**config.mk**
```make
export PLATFORM = sky130hd
export DESIGN_NAME = antialiased_line_rasterizer_flat
export DESIGN_NICKNAME = d
export VERILOG_FILES = /design/src/alr_pkg.sv /design/src/alr_in_if.sv /design/src/alr_out_if.sv /design/src/antialiased_line_rasterizer.sv /design/src/alr_front.sv /design/src/alr_fifo.sv /design/src/alr_back.sv /design/src/flat_wrapper.sv
export SDC_FILE = /design/constraint.sdc
export NUM_CORES = 2
export LEC_CHECK = 0
export BUFFER_PORTS_ARGS = -buffer_cell sky130_fd_sc_hd__buf_2
export CAP_MARGIN = 30
export CORE_ASPECT_RATIO = 0.75
export CORE_UTILIZATION = 38
export DETAILED_ROUTE_END_ITERATION = 10
export SLEW_MARGIN = 10
export SYNTH_ARGS = -nofsm -noshare
export SYNTH_HDL_FRONTEND = slang
export SYNTH_SLANG_ARGS = --single-unit
```
**constraint.sdc**
```tcl
create_clock -name clk -period 19.35 [get_ports clk]
set_input_delay 1.935 -clock clk [delete_from_list [all_inputs] [get_ports clk]]
set_output_delay 1.935 -clock clk [all_outputs]
set_load 0.005 [all_outputs]
```
**src/alr_pkg.sv**
```systemverilog
// ----------------------------------------------------------------------------
// alr_pkg: shared types and constants of the antialiased line rasterizer
// Widths, codes and the command format passed from front to back.
// ----------------------------------------------------------------------------
`default_nettype none
package alr_pkg;
  localparam int COORD_BITS  = 16;
  localparam int FRAC_BITS   = 24;
  localparam int WEIGHT_BITS = 8;
  localparam int WALK_BITS   = COORD_BITS + FRAC_BITS;
  localparam int SPAN_BITS   = COORD_BITS + 1;
  localparam int ERR_BITS    = SPAN_BITS + 1;
  localparam int STEP_BITS   = FRAC_BITS + 1;
  localparam int OPA_BITS    = 9;
  localparam int CNT_BITS    = $clog2(FRAC_BITS + 1);
  localparam int ADDR_BITS   = 3;
  localparam logic [OPA_BITS-1:0] FULL_OPACITY = OPA_BITS'(1 << WEIGHT_BITS);

  localparam logic ACT_START = 1'b0;
  localparam logic ACT_TICK  = 1'b1;
  localparam logic REG_LINE_MODE = 1'b0;
  localparam logic MODE_STEPPER  = 1'b1;

  typedef enum logic [1:0] {
    KIND_STEP = 2'd0,
    KIND_WU_X = 2'd1,
    KIND_WU_Y = 2'd2
  } kind_t;

  typedef logic signed [COORD_BITS-1:0] coord_t;

  typedef struct packed {
    logic                  is_start;
    coord_t                x1;
    coord_t                y1;
    coord_t                x2;
    coord_t                y2;
    logic [OPA_BITS-1:0]   op;
    kind_t                 kind;
    logic [SPAN_BITS-1:0]  span_x;
    logic [SPAN_BITS-1:0]  span_y;
    logic [STEP_BITS-1:0]  minor_step;
  } cmd_t;

  typedef struct packed {
    logic push;
    logic full;
  } qctl_t;
endpackage
`default_nettype wire

```
**src/alr_in_if.sv**
```systemverilog
// ----------------------------------------------------------------------------
// alr_in_if: input channel of the line rasterizer
// Valid/ready channel carrying one action with its endpoints and opacity.
// ----------------------------------------------------------------------------
`default_nettype none
interface alr_in_if;
  import alr_pkg::*;
  logic                valid;
  logic                ready;
  logic                action;
  coord_t              x_start;
  coord_t              y_start;
  coord_t              x_end;
  coord_t              y_end;
  logic [OPA_BITS-1:0] opacity;
  modport source (output valid, action, x_start, y_start, x_end, y_end, opacity,
                  input ready);
  modport sink (input valid, action, x_start, y_start, x_end, y_end, opacity,
                output ready);
endinterface
`default_nettype wire

```
**src/alr_out_if.sv**
```systemverilog
// ----------------------------------------------------------------------------
// alr_out_if: pixel channel of the line rasterizer
// Valid/ready channel carrying one pixel or vertical pixel pair.
// ----------------------------------------------------------------------------
`default_nettype none
interface alr_out_if;
  import alr_pkg::*;
  logic                valid;
  logic                ready;
  coord_t              pixel_x;
  coord_t              pixel_y;
  logic [OPA_BITS-1:0] weight_first;
  logic [OPA_BITS-1:0] weight_second;
  logic                pair_used;
  logic                line_last;
  modport source (output valid, pixel_x, pixel_y, weight_first, weight_second,
                  pair_used, line_last, input ready);
  modport sink (input valid, pixel_x, pixel_y, weight_first, weight_second,
                pair_used, line_last, output ready);
endinterface
`default_nettype wire

```
**src/antialiased_line_rasterizer.sv**
```systemverilog
// ----------------------------------------------------------------------------
// antialiased_line_rasterizer: Wu-style antialiased line generator
// Front classifier with serial slope divider, command queue, pixel walker.
// ----------------------------------------------------------------------------
// A start transfer loads a line and yields no pixel; each tick transfer then
// yields one pixel (or vertical pair) until the end point is reached. Ticks
// are handled at one per clock unless the queue is full or the output stalls.
// A start of an antialiased (non-straight) line holds the input while the
// serial restoring divider in the front computes the minor step and hands
// the load command to the queue; other starts go to the queue directly.
// A pixel leaves through a walk stage and a weight multiply stage; the
// output register lets input continue while a pixel waits to be taken.
`default_nettype none
module antialiased_line_rasterizer (
  input  wire logic        clk,
  input  wire logic        rst,
  alr_in_if.sink           in_ch,
  alr_out_if.source        out_ch,
  input  wire logic        psel,
  input  wire logic        penable,
  input  wire logic        pwrite,
  input  wire logic [alr_pkg::ADDR_BITS-1:0] paddr,
  input  wire logic [31:0] pwdata,
  output logic [31:0]      prdata,
  output logic             pready
);
  import alr_pkg::*;

  logic       line_mode;
  cmd_t       f_cmd, q_cmd;
  qctl_t      qctl_push;
  logic       q_full, q_valid, q_pop, dividing;
  logic [1:0] q_level;

  // Configuration: the mode register sits at byte address zero.
  assign pready = 1'b1;
  always_ff @(posedge clk) begin
    if (rst) begin
      line_mode <= 1'b0;
    end else if (psel && penable && pwrite && paddr[2] == REG_LINE_MODE) begin
      line_mode <= pwdata[0];
    end
  end
  assign prdata = (paddr[2] == REG_LINE_MODE) ? {31'b0, line_mode} : 32'b0;

  alr_front u_front (
    .clk, .rst, .line_mode, .in_ch,
    .cmd(f_cmd), .qctl_push, .q_full, .dividing
  );

  alr_fifo u_fifo (
    .clk, .rst, .qctl_push, .wr_cmd(f_cmd), .full(q_full),
    .not_empty(q_valid), .pop(q_pop), .rd_cmd(q_cmd), .level(q_level)
  );

  alr_back u_back (
    .clk, .rst, .q_valid, .q_cmd, .q_pop, .out_ch
  );

  // The queue never holds more than two commands.
  a_level: assert property (@(posedge clk) disable iff (rst) q_level != 2'd3)
    else $error("command queue overfilled");
  // No input is taken while the slope divider runs.
  a_div_hold: assert property (@(posedge clk) disable iff (rst)
    dividing |-> !in_ch.ready) else $error("input taken during divide");
  // A single pixel carries no second weight.
  a_single: assert property (@(posedge clk) disable iff (rst)
    (out_ch.valid && !out_ch.pair_used) |-> out_ch.weight_second == '0)
    else $error("second weight on single pixel");
  // Pair weights never exceed full coverage together.
  a_sum: assert property (@(posedge clk) disable iff (rst)
    out_ch.valid |-> (10'(out_ch.weight_first) + 10'(out_ch.weight_second)
                      <= 10'(FULL_OPACITY)))
    else $error("weights exceed full coverage");
endmodule
`default_nettype wire

```
**src/alr_front.sv**
```systemverilog
// ----------------------------------------------------------------------------
// alr_front: input classification and slope division
// Turns start items into load commands (with a serial divide for Wu lines)
// and forwards ticks.
// ----------------------------------------------------------------------------
`default_nettype none
module alr_front (
  input  wire logic          clk,
  input  wire logic          rst,
  input  wire logic          line_mode,
  alr_in_if.sink             in_ch,
  output alr_pkg::cmd_t      cmd,
  output alr_pkg::qctl_t     qctl_push,
  input  wire logic          q_full,
  output logic               dividing
);
  import alr_pkg::*;

  typedef enum logic [1:0] {F_IDLE = 2'b01, F_DIV = 2'b10} fstate_t;

  fstate_t               state, state_next;
  cmd_t                  held;
  logic [SPAN_BITS-1:0]  rem, dvs;
  logic [FRAC_BITS-1:0]  quo;
  logic [CNT_BITS-1:0]   cnt;
  logic                  neg;

  logic signed [SPAN_BITS-1:0] dx, dy;
  logic [SPAN_BITS-1:0]  sx, sy;
  logic [OPA_BITS-1:0]   op_c;
  kind_t                 kind_c;
  cmd_t                  cmd_c;
  logic                  accept;
  logic [SPAN_BITS:0]    trial;
  logic                  div_done;
  logic [STEP_BITS-1:0]  quo_ext;

  always_comb begin
    dx = SPAN_BITS'(in_ch.x_end) - SPAN_BITS'(in_ch.x_start);
    dy = SPAN_BITS'(in_ch.y_end) - SPAN_BITS'(in_ch.y_start);
    sx = dx[SPAN_BITS-1] ? SPAN_BITS'(-dx) : SPAN_BITS'(dx);
    sy = dy[SPAN_BITS-1] ? SPAN_BITS'(-dy) : SPAN_BITS'(dy);
    op_c = (in_ch.opacity > FULL_OPACITY) ? FULL_OPACITY : in_ch.opacity;
    if (line_mode == MODE_STEPPER || sx == sy || sx == '0 || sy == '0) begin
      kind_c = KIND_STEP;
    end else if (sy < sx) begin
      kind_c = KIND_WU_X;
    end else begin
      kind_c = KIND_WU_Y;
    end
    cmd_c.is_start   = (in_ch.action == ACT_START);
    cmd_c.x1         = in_ch.x_start;
    cmd_c.y1         = in_ch.y_start;
    cmd_c.x2         = in_ch.x_end;
    cmd_c.y2         = in_ch.y_end;
    cmd_c.op         = op_c;
    cmd_c.kind       = kind_c;
    cmd_c.span_x     = sx;
    cmd_c.span_y     = sy;
    cmd_c.minor_step = '0;
  end

  assign in_ch.ready = (state == F_IDLE) && !q_full;
  assign accept      = in_ch.valid && in_ch.ready;
  assign trial       = {rem, 1'b0};
  assign div_done    = (cnt == CNT_BITS'(FRAC_BITS));
  assign quo_ext     = {1'b0, quo};
  assign dividing    = (state == F_DIV);

  always_comb begin
    state_next     = state;
    cmd            = cmd_c;
    qctl_push.push = 1'b0;
    qctl_push.full = q_full;
    unique case (state)
      F_IDLE: begin
        if (accept) begin
          if (cmd_c.is_start && cmd_c.kind != KIND_STEP) begin
            state_next = F_DIV;
          end else begin
            qctl_push.push = 1'b1;
          end
        end
      end
      F_DIV: begin
        cmd = held;
        cmd.minor_step = neg ? STEP_BITS'(-quo_ext) : quo_ext;
        if (div_done && !q_full) begin
          qctl_push.push = 1'b1;
          state_next = F_IDLE;
        end
      end
      default: state_next = F_IDLE;
    endcase
  end

  always_ff @(posedge clk) begin
    if (rst) begin
      state <= F_IDLE;
    end else begin
      state <= state_next;
    end
  end

  always_ff @(posedge clk) begin
    if (state == F_IDLE && accept) begin
      held <= cmd_c;
      cnt  <= '0;
      quo  <= '0;
      if (kind_c == KIND_WU_X) begin
        rem <= sy;
        dvs <= sx;
        neg <= dy[SPAN_BITS-1];
      end else begin
        rem <= sx;
        dvs <= sy;
        neg <= dx[SPAN_BITS-1];
      end
    end else if (state == F_DIV && !div_done) begin
      cnt <= cnt + 1'b1;
      if (trial >= {1'b0, dvs}) begin
        rem <= SPAN_BITS'(trial - {1'b0, dvs});
        quo <= {quo[FRAC_BITS-2:0], 1'b1};
      end else begin
        rem <= trial[SPAN_BITS-1:0];
        quo <= {quo[FRAC_BITS-2:0], 1'b0};
      end
    end
  end
endmodule
`default_nettype wire

```
**src/alr_fifo.sv**
```systemverilog
// ----------------------------------------------------------------------------
// alr_fifo: two-entry command queue
// Decouples the classifying front from the pixel walking back.
// ----------------------------------------------------------------------------
`default_nettype none
module alr_fifo (
  input  wire logic        clk,
  input  wire logic        rst,
  input  wire alr_pkg::qctl_t qctl_push,
  input  wire alr_pkg::cmd_t  wr_cmd,
  output logic             full,
  output logic             not_empty,
  input  wire logic        pop,
  output alr_pkg::cmd_t    rd_cmd,
  output logic [1:0]       level
);
  import alr_pkg::*;

  cmd_t       mem [2];
  logic       wp, rp;
  logic [1:0] count;
  logic       do_push, do_pop;

  assign full      = (count == 2'd2);
  assign not_empty = (count != 2'd0);
  assign do_push   = qctl_push.push && !full;
  assign do_pop    = pop && not_empty;
  assign rd_cmd    = mem[rp];
  assign level     = count;

  always_ff @(posedge clk) begin
    if (do_push) begin
      mem[wp] <= wr_cmd;
    end
  end

  always_ff @(posedge clk) begin
    if (rst) begin
      wp <= 1'b0;
      rp <= 1'b0;
      count <= 2'd0;
    end else begin
      if (do_push) wp <= ~wp;
      if (do_pop) rp <= ~rp;
      count <= count + 2'(do_push) - 2'(do_pop);
    end
  end
endmodule
`default_nettype wire

```
**src/alr_back.sv**
```systemverilog
// ----------------------------------------------------------------------------
// alr_back: line walker and weight stage
// Holds the line state, steps one pixel per tick and computes the weights.
// ----------------------------------------------------------------------------
`default_nettype none
module alr_back (
  input  wire logic        clk,
  input  wire logic        rst,
  input  wire logic        q_valid,
  input  wire alr_pkg::cmd_t q_cmd,
  output logic             q_pop,
  alr_out_if.source        out_ch
);
  import alr_pkg::*;

  localparam logic [WALK_BITS-1:0] ONE_FX = WALK_BITS'(1) << FRAC_BITS;

  function automatic logic [WALK_BITS-1:0] step_toward(logic [WALK_BITS-1:0] w,
                                                        coord_t t);
    coord_t c;
    c = coord_t'(w[WALK_BITS-1:FRAC_BITS]);
    if (c > t) return w - ONE_FX;
    else if (c < t) return w + ONE_FX;
    else return w;
  endfunction

  logic                 busy;
  kind_t                kind;
  logic [WALK_BITS-1:0] walk_x, walk_y, walk_x_next, walk_y_next;
  logic [STEP_BITS-1:0] minor_step;
  coord_t               target_x, target_y;
  logic [ERR_BITS-1:0]  error_sum, error_sum_next, e1;
  logic [SPAN_BITS-1:0] span_x, span_y;
  logic [OPA_BITS-1:0]  held_opacity;

  logic                 a_valid;
  coord_t               a_x, a_y;
  logic [FRAC_BITS-1:0] a_f;
  logic [OPA_BITS-1:0]  a_op;
  logic                 a_wu, a_last;

  logic                 b_valid;
  logic                 b_load, a_free, tick, emit;
  logic [WALK_BITS-1:0] step_ext;
  coord_t               cx, cy, nx, ny;
  logic                 last_c;
  logic [FRAC_BITS:0]   inv_f;
  logic [OPA_BITS+FRAC_BITS:0] prod_hi;
  logic [OPA_BITS+FRAC_BITS-1:0] prod_lo;

  assign b_load = a_valid && (!b_valid || out_ch.ready);
  assign a_free = !a_valid || b_load;
  assign q_pop  = q_valid && a_free;
  assign tick   = q_pop && !q_cmd.is_start;
  assign emit   = tick && busy;
  assign step_ext = WALK_BITS'(signed'(minor_step));
  assign cx = coord_t'(walk_x[WALK_BITS-1:FRAC_BITS]);
  assign cy = coord_t'(walk_y[WALK_BITS-1:FRAC_BITS]);

  always_comb begin
    walk_x_next    = walk_x;
    walk_y_next    = walk_y;
    error_sum_next = error_sum;
    e1             = error_sum;
    unique case (kind)
      KIND_WU_X: begin
        walk_x_next = step_toward(walk_x, target_x);
        walk_y_next = walk_y + step_ext;
      end
      KIND_WU_Y: begin
        walk_y_next = step_toward(walk_y, target_y);
        walk_x_next = walk_x + step_ext;
      end
      default: begin
        if (!(cx == target_x && cy == target_y)) begin
          if (error_sum < ERR_BITS'(span_x)) begin
            e1 = error_sum + ERR_BITS'(span_y);
            walk_x_next = step_toward(walk_x, target_x);
          end
          if (e1 >= ERR_BITS'(span_x)) begin
            error_sum_next = e1 - ERR_BITS'(span_x);
            walk_y_next = step_toward(walk_y, target_y);
          end else begin
            error_sum_next = e1;
          end
        end
      end
    endcase
    nx = coord_t'(walk_x_next[WALK_BITS-1:FRAC_BITS]);
    ny = coord_t'(walk_y_next[WALK_BITS-1:FRAC_BITS]);
    unique case (kind)
      KIND_WU_X: last_c = (nx == target_x);
      KIND_WU_Y: last_c = (ny == target_y);
      default:   last_c = (nx == target_x) && (ny == target_y);
    endcase
  end

  always_ff @(posedge clk) begin
    if (q_pop && q_cmd.is_start) begin
      kind         <= q_cmd.kind;
      walk_x       <= {q_cmd.x1, FRAC_BITS'(0)};
      walk_y       <= {q_cmd.y1, FRAC_BITS'(0)};
      minor_step   <= q_cmd.minor_step;
      target_x     <= q_cmd.x2;
      target_y     <= q_cmd.y2;
      error_sum    <= '0;
      span_x       <= q_cmd.span_x;
      span_y       <= q_cmd.span_y;
      held_opacity <= q_cmd.op;
    end else if (emit) begin
      walk_x    <= walk_x_next;
      walk_y    <= walk_y_next;
      error_sum <= error_sum_next;
    end
  end

  always_ff @(posedge clk) begin
    if (rst) begin
      busy <= 1'b0;
    end else if (q_pop && q_cmd.is_start) begin
      busy <= 1'b1;
    end else if (emit && last_c) begin
      busy <= 1'b0;
    end
  end

  always_ff @(posedge clk) begin
    if (rst) begin
      a_valid <= 1'b0;
    end else if (a_free) begin
      a_valid <= emit;
    end
  end

  always_ff @(posedge clk) begin
    if (a_free) begin
      a_x    <= nx;
      a_y    <= ny;
      a_f    <= walk_y_next[FRAC_BITS-1:0];
      a_op   <= held_opacity;
      a_wu   <= (kind != KIND_STEP);
      a_last <= last_c;
    end
  end

  assign inv_f   = (FRAC_BITS+1)'(1) << FRAC_BITS;
  assign prod_hi = (OPA_BITS+FRAC_BITS+1)'(a_op) * ((FRAC_BITS+1)'(inv_f - {1'b0, a_f}));
  assign prod_lo = (OPA_BITS+FRAC_BITS)'(a_op) * (OPA_BITS+FRAC_BITS)'(a_f);

  always_ff @(posedge clk) begin
    if (rst) begin
      b_valid <= 1'b0;
    end else if (b_load) begin
      b_valid <= 1'b1;
    end else if (out_ch.ready) begin
      b_valid <= 1'b0;
    end
  end

  always_ff @(posedge clk) begin
    if (b_load) begin
      out_ch.pixel_x   <= a_x;
      out_ch.pixel_y   <= a_y;
      out_ch.pair_used <= a_wu;
      out_ch.line_last <= a_last;
      if (a_wu) begin
        out_ch.weight_first  <= prod_hi[OPA_BITS+FRAC_BITS-1:FRAC_BITS];
        out_ch.weight_second <= prod_lo[OPA_BITS+FRAC_BITS-1:FRAC_BITS];
      end else begin
        out_ch.weight_first  <= a_op;
        out_ch.weight_second <= '0;
      end
    end
  end

  assign out_ch.valid = b_valid;
endmodule
`default_nettype wire

```
**src/flat_wrapper.sv**
```systemverilog
// flat-port wrapper written by rule: the top's interface ports become plain ports
module antialiased_line_rasterizer_flat import alr_pkg::*;
  (clk, rst, psel, penable, pwrite, paddr, pwdata, prdata, pready, in_ch_valid, in_ch_action, in_ch_x_start, in_ch_y_start, in_ch_x_end, in_ch_y_end, in_ch_opacity, in_ch_ready, out_ch_valid, out_ch_pixel_x, out_ch_pixel_y, out_ch_weight_first, out_ch_weight_second, out_ch_pair_used, out_ch_line_last, out_ch_ready);
  alr_in_if in_ch_i ();
  alr_out_if out_ch_i ();
  input  wire logic clk;
  input  wire logic rst;
  input  wire logic psel;
  input  wire logic penable;
  input  wire logic pwrite;
  input  wire logic [alr_pkg::ADDR_BITS-1:0] paddr;
  input  wire logic [31:0] pwdata;
  output logic [31:0] prdata;
  output logic pready;
  input wire logic [$bits(in_ch_i.valid)-1:0] in_ch_valid;
  input wire logic [$bits(in_ch_i.action)-1:0] in_ch_action;
  input wire logic [$bits(in_ch_i.x_start)-1:0] in_ch_x_start;
  input wire logic [$bits(in_ch_i.y_start)-1:0] in_ch_y_start;
  input wire logic [$bits(in_ch_i.x_end)-1:0] in_ch_x_end;
  input wire logic [$bits(in_ch_i.y_end)-1:0] in_ch_y_end;
  input wire logic [$bits(in_ch_i.opacity)-1:0] in_ch_opacity;
  output wire logic [$bits(in_ch_i.ready)-1:0] in_ch_ready;
  output wire logic [$bits(out_ch_i.valid)-1:0] out_ch_valid;
  output wire logic [$bits(out_ch_i.pixel_x)-1:0] out_ch_pixel_x;
  output wire logic [$bits(out_ch_i.pixel_y)-1:0] out_ch_pixel_y;
  output wire logic [$bits(out_ch_i.weight_first)-1:0] out_ch_weight_first;
  output wire logic [$bits(out_ch_i.weight_second)-1:0] out_ch_weight_second;
  output wire logic [$bits(out_ch_i.pair_used)-1:0] out_ch_pair_used;
  output wire logic [$bits(out_ch_i.line_last)-1:0] out_ch_line_last;
  input wire logic [$bits(out_ch_i.ready)-1:0] out_ch_ready;
  assign in_ch_i.valid = in_ch_valid;
  assign in_ch_i.action = in_ch_action;
  assign in_ch_i.x_start = in_ch_x_start;
  assign in_ch_i.y_start = in_ch_y_start;
  assign in_ch_i.x_end = in_ch_x_end;
  assign in_ch_i.y_end = in_ch_y_end;
  assign in_ch_i.opacity = in_ch_opacity;
  assign in_ch_ready = in_ch_i.ready;
  assign out_ch_valid = out_ch_i.valid;
  assign out_ch_pixel_x = out_ch_i.pixel_x;
  assign out_ch_pixel_y = out_ch_i.pixel_y;
  assign out_ch_weight_first = out_ch_i.weight_first;
  assign out_ch_weight_second = out_ch_i.weight_second;
  assign out_ch_pair_used = out_ch_i.pair_used;
  assign out_ch_line_last = out_ch_i.line_last;
  assign out_ch_i.ready = out_ch_ready;
  antialiased_line_rasterizer u_core (.clk(clk), .rst(rst), .in_ch(in_ch_i), .out_ch(out_ch_i), .psel(psel), .penable(penable), .pwrite(pwrite), .paddr(paddr), .pwdata(pwdata), .prdata(prdata), .pready(pready));
endmodule
```
==> out/metrics.cfg <==
[status]
status = completed

[global_route]
track_usage_pct = 20.2
grt_pass1_wl_um = 231000
grt_overflow = 0
grt_max_degree = 93
grt_pass1_vias = 39100
antenna_found_initial = 5

[floorplanning]
start_util_pct = 38.4
dieWidth_um = 441
core_area_um2 = 143000
ioPinCount = 203
dieArea_um2 = 146000
num_rows = 120
die_height_um = 331

[placed_design]
io_buffers = 137
dp_cells = 7149
dp_hpwl_um = 109000
place_area_um2 = 57700
place_congestion = 0.913

[detailed_routing]
drt_iter0_markers = 3314
drt-wirelength-per-cell_um = 20.2
ant_nets = 0
dr.pass1.iters = 6
via_count = 39900
viasPerCell = 5.46
drt-total-wl_um = 148000
drc_errors = 0

[setup_path]
cp-start-kind = flop
cp_max_fo = 11
max_stage_delay_ns = 0.76
crit_arrival_ns = 9.86
critPathSlowestCell = a311oi_1
required_ns = 19.77
crit_path_end_kind = flop
crit_type = flop to flop
critPathBufInv = 2
critical-path-top-delay-family = simple AND/OR/NAND/NOR gates
worst_path_most_repeated_cell = fa_1

[sta]
fmaxAchievable_mhz = 106
fin_tns_setup_ns = 0
finClkSkew_ns = 0.0547
rsz0062_at_grt = no
finalMaxSlewViolations = 0
tightest_slew_ns = 1.01
period_needed_ns = 9.44
period_share_pct = 48.8
setup_viol = 0
slew_headroom_pct = 32.5
hold_viol_final = 0

[clocking]
htree_num_levels = 3
cts_root_buf = clkbuf_16
path_clk_slew_ns = 0.06
insertion_delay_ns = 0.72
clock_path_buffers = 3
post-cts-setup-buffers = 0
cts_tree = yes
ctsHoldBuffers = 0
cts_sinks = 774
cts_buffers = 84
cts_resized = 0

[job]
maxCapViolations = 0

[synth]
synth_fa_ha_area_share_pct = 19.4
synth_xor_area_share_pct = 3.55
synth_edf_count = 668
yosysSeqAreaShare_pct = 40.4
yosys_warnings = 0
synth_simple_gate_area_share_pct = 13.7
syn_area_um2 = 55000
yosysUniqueCellTypes = 93
synth-compound-area-share_pct = 12.5
synthMuxAreaShare_pct = 5.09
async_flop_share_pct = 0
synth_top_family_by_area = adder cells
synth_ff_type = edfxtp_1
avgSynthCellArea_um2 = 10.4
synthCells = 5263
ys_ff_latch = 774

[final_layout]
fillers = 13700
final_cells = 7312
drive_above_1_share_pct = 10.9
multiInputGateArea_um2 = 30000
fin_area_um2 = 60700
regArea_um2 = 22200
final_core_util_pct = 42.4
fin_nets = 6129
area_growth_pct = 10.4

[hold_path]
hold_class = flop to flop

-- flip-flops by register name, indices dropped and copies added, names as in the netlist, 17 cells and up, named ones only --
signal and flops:
u_core.u_back.a_f 24, u_core.u_back.error_sum 18, u_core.u_back.minor_step 25, u_core.u_back.span_x 17
u_core.u_back.span_y 17, u_core.u_back.walk_x 40, u_core.u_back.walk_y 40, u_core.u_fifo.mem 270
u_core.u_front.dvs 17, u_core.u_front.held 110, u_core.u_front.quo 24, u_core.u_front.rem 17
-- logic make-up (layout without fill, tap and decap cells) --
kind of cell | after synthesis | in the layout
AO/OA/AOI/OAI | 1049 | 1049
multiplexers | 257 | 257
other | 2 | 33
AND/OR/NAND/NOR | 1551 | 1551
adder cells (fa/ha/maj) | 661 | 661
buffers and inverters | 747 | 874
XOR/XNOR | 222 | 222
flip-flops | 774 | 774
-- cells in the final DEF (no fill, tap or decap), drive strengths merged, types with 37 or more instances in the layout --
cell type | Yosys | routed
a211oi | 56 | 56
a21o | 77 | 77
a21oi | 245 | 245
a31oi | 37 | 37
and2 | 181 | 181
buf | 58 | 222
clkbuf | 192 | 106
dfxtp | 106 | 106
edfxtp | 668 | 668
fa | 321 | 321
ha | 340 | 340
inv | 494 | 499
mux2 | 181 | 181
mux2i | 76 | 76
nand2 | 617 | 617
nand2b | 40 | 40
nand3 | 65 | 65
nand4 | 57 | 57
nor2 | 244 | 244
nor2b | 48 | 48
nor3 | 104 | 104
nor4 | 41 | 41
o211ai | 40 | 40
o21a | 50 | 50
o21ai | 249 | 249
or3 | 40 | 40
xnor2 | 160 | 160
xor2 | 62 | 62
-- worst register-to-register path: cells and delay by family, from the launching register on --
kind / cells / cell delay (ns)
simple gates: 10 / 2.73
flops: 1 / 0.56
mux: 1 / 0.22
fa+ha+maj: 6 / 2.51
buf+inv: 2 / 0.20
compound gates: 8 / 2.16
xor+xnor: 2 / 0.80
-- synth_stat cells, drive strengths merged, types with 11 or more instances --
cell	instances	area share [%]
nor4	41	0.48
buf	58	0.66
a21oi	245	2.2
nor2	244	1.7
o311ai	12	0.20
a22oi	30	0.41
o31a	12	0.19
o31ai	27	0.37
or2	16	0.18
a31oi	37	0.42
nand2b	40	0.46
nand3	65	0.59
mux2	181	3.7
xnor2	160	2.6
a21boi	21	0.29
and3	34	0.39
nor3	104	0.96
xor2	62	0.99
and2	181	2.1
or4	21	0.29
or3	40	0.46
edfxtp	668	36
nand2	617	4.2
inv	494	3.4
o21bai	16	0.22
nor2b	48	0.55
o21ai	249	2.3
o21a	50	0.68
mux2i	76	1.4
a21o	77	1.1
o22ai	24	0.27
and4	17	0.27
a22o	30	0.48
a211oi	56	0.79
fa	321	12
o41ai	11	0.19
nand4	57	0.65
o211ai	40	0.55
ha	340	7.7
dfxtp	106	3.9
clkbuf	192	1.3
-- layer usage --
layer	vias up	wire length [um]	global-route usage, %
li1	18800	-	-
met1	19900	72800	30.9
met2	1084	63600	29.8
met3	183	8070	2.60
met4	2	3400	5.29
met5	-	11	0
-- stage by stage --
stage / hold slack, ns / worst slack (ns)
after floorplan: 0.400 / 7.16
after global placement: 0.402 / 9.51
after detailed placement: 0.405 / 9.33
after CTS: 0.420 / 9.97
after global routing: 0.424 / 9.26
final: 0.419 / 9.91
-- cell type report --
class	count	share of cell area (%)
Timing Repair Buffer	223	2.29
Clock inverter	49	1.00
Clock buffer	105	3.69
Tap cell	1891	3.90
Inverter	497	3.09
Antenna cell	1	0.00412
Multi-Input combinational cell	3772	49.5
Sequential cell	774	36.6
-- path summary, 6_finish.rpt --
check,endpoint,from,slack [ns],cells after the start
worst max-delay path,u_core.u_back.out_ch.weight_first[8]$_DFFE_PP_,u_core.u_back.a_f[1]$_DFFE_PN_,9.91,29
worst min-delay path,u_core.u_back.out_ch.pixel_x[12]$_DFFE_PP_,u_core.u_back.a_x[12]$_DFFE_PN_,0.42,0
worst max register to register,u_core.u_back.out_ch.weight_first[8]$_DFFE_PP_,u_core.u_back.a_f[1]$_DFFE_PN_,9.91,29
worst min register to register,u_core.u_back.out_ch.pixel_x[12]$_DFFE_PP_,u_core.u_back.a_x[12]$_DFFE_PN_,0.42,0
Power is not shown: default switching activity piles up to over one toggle a cycle in this logic, so the estimate is an artifact.
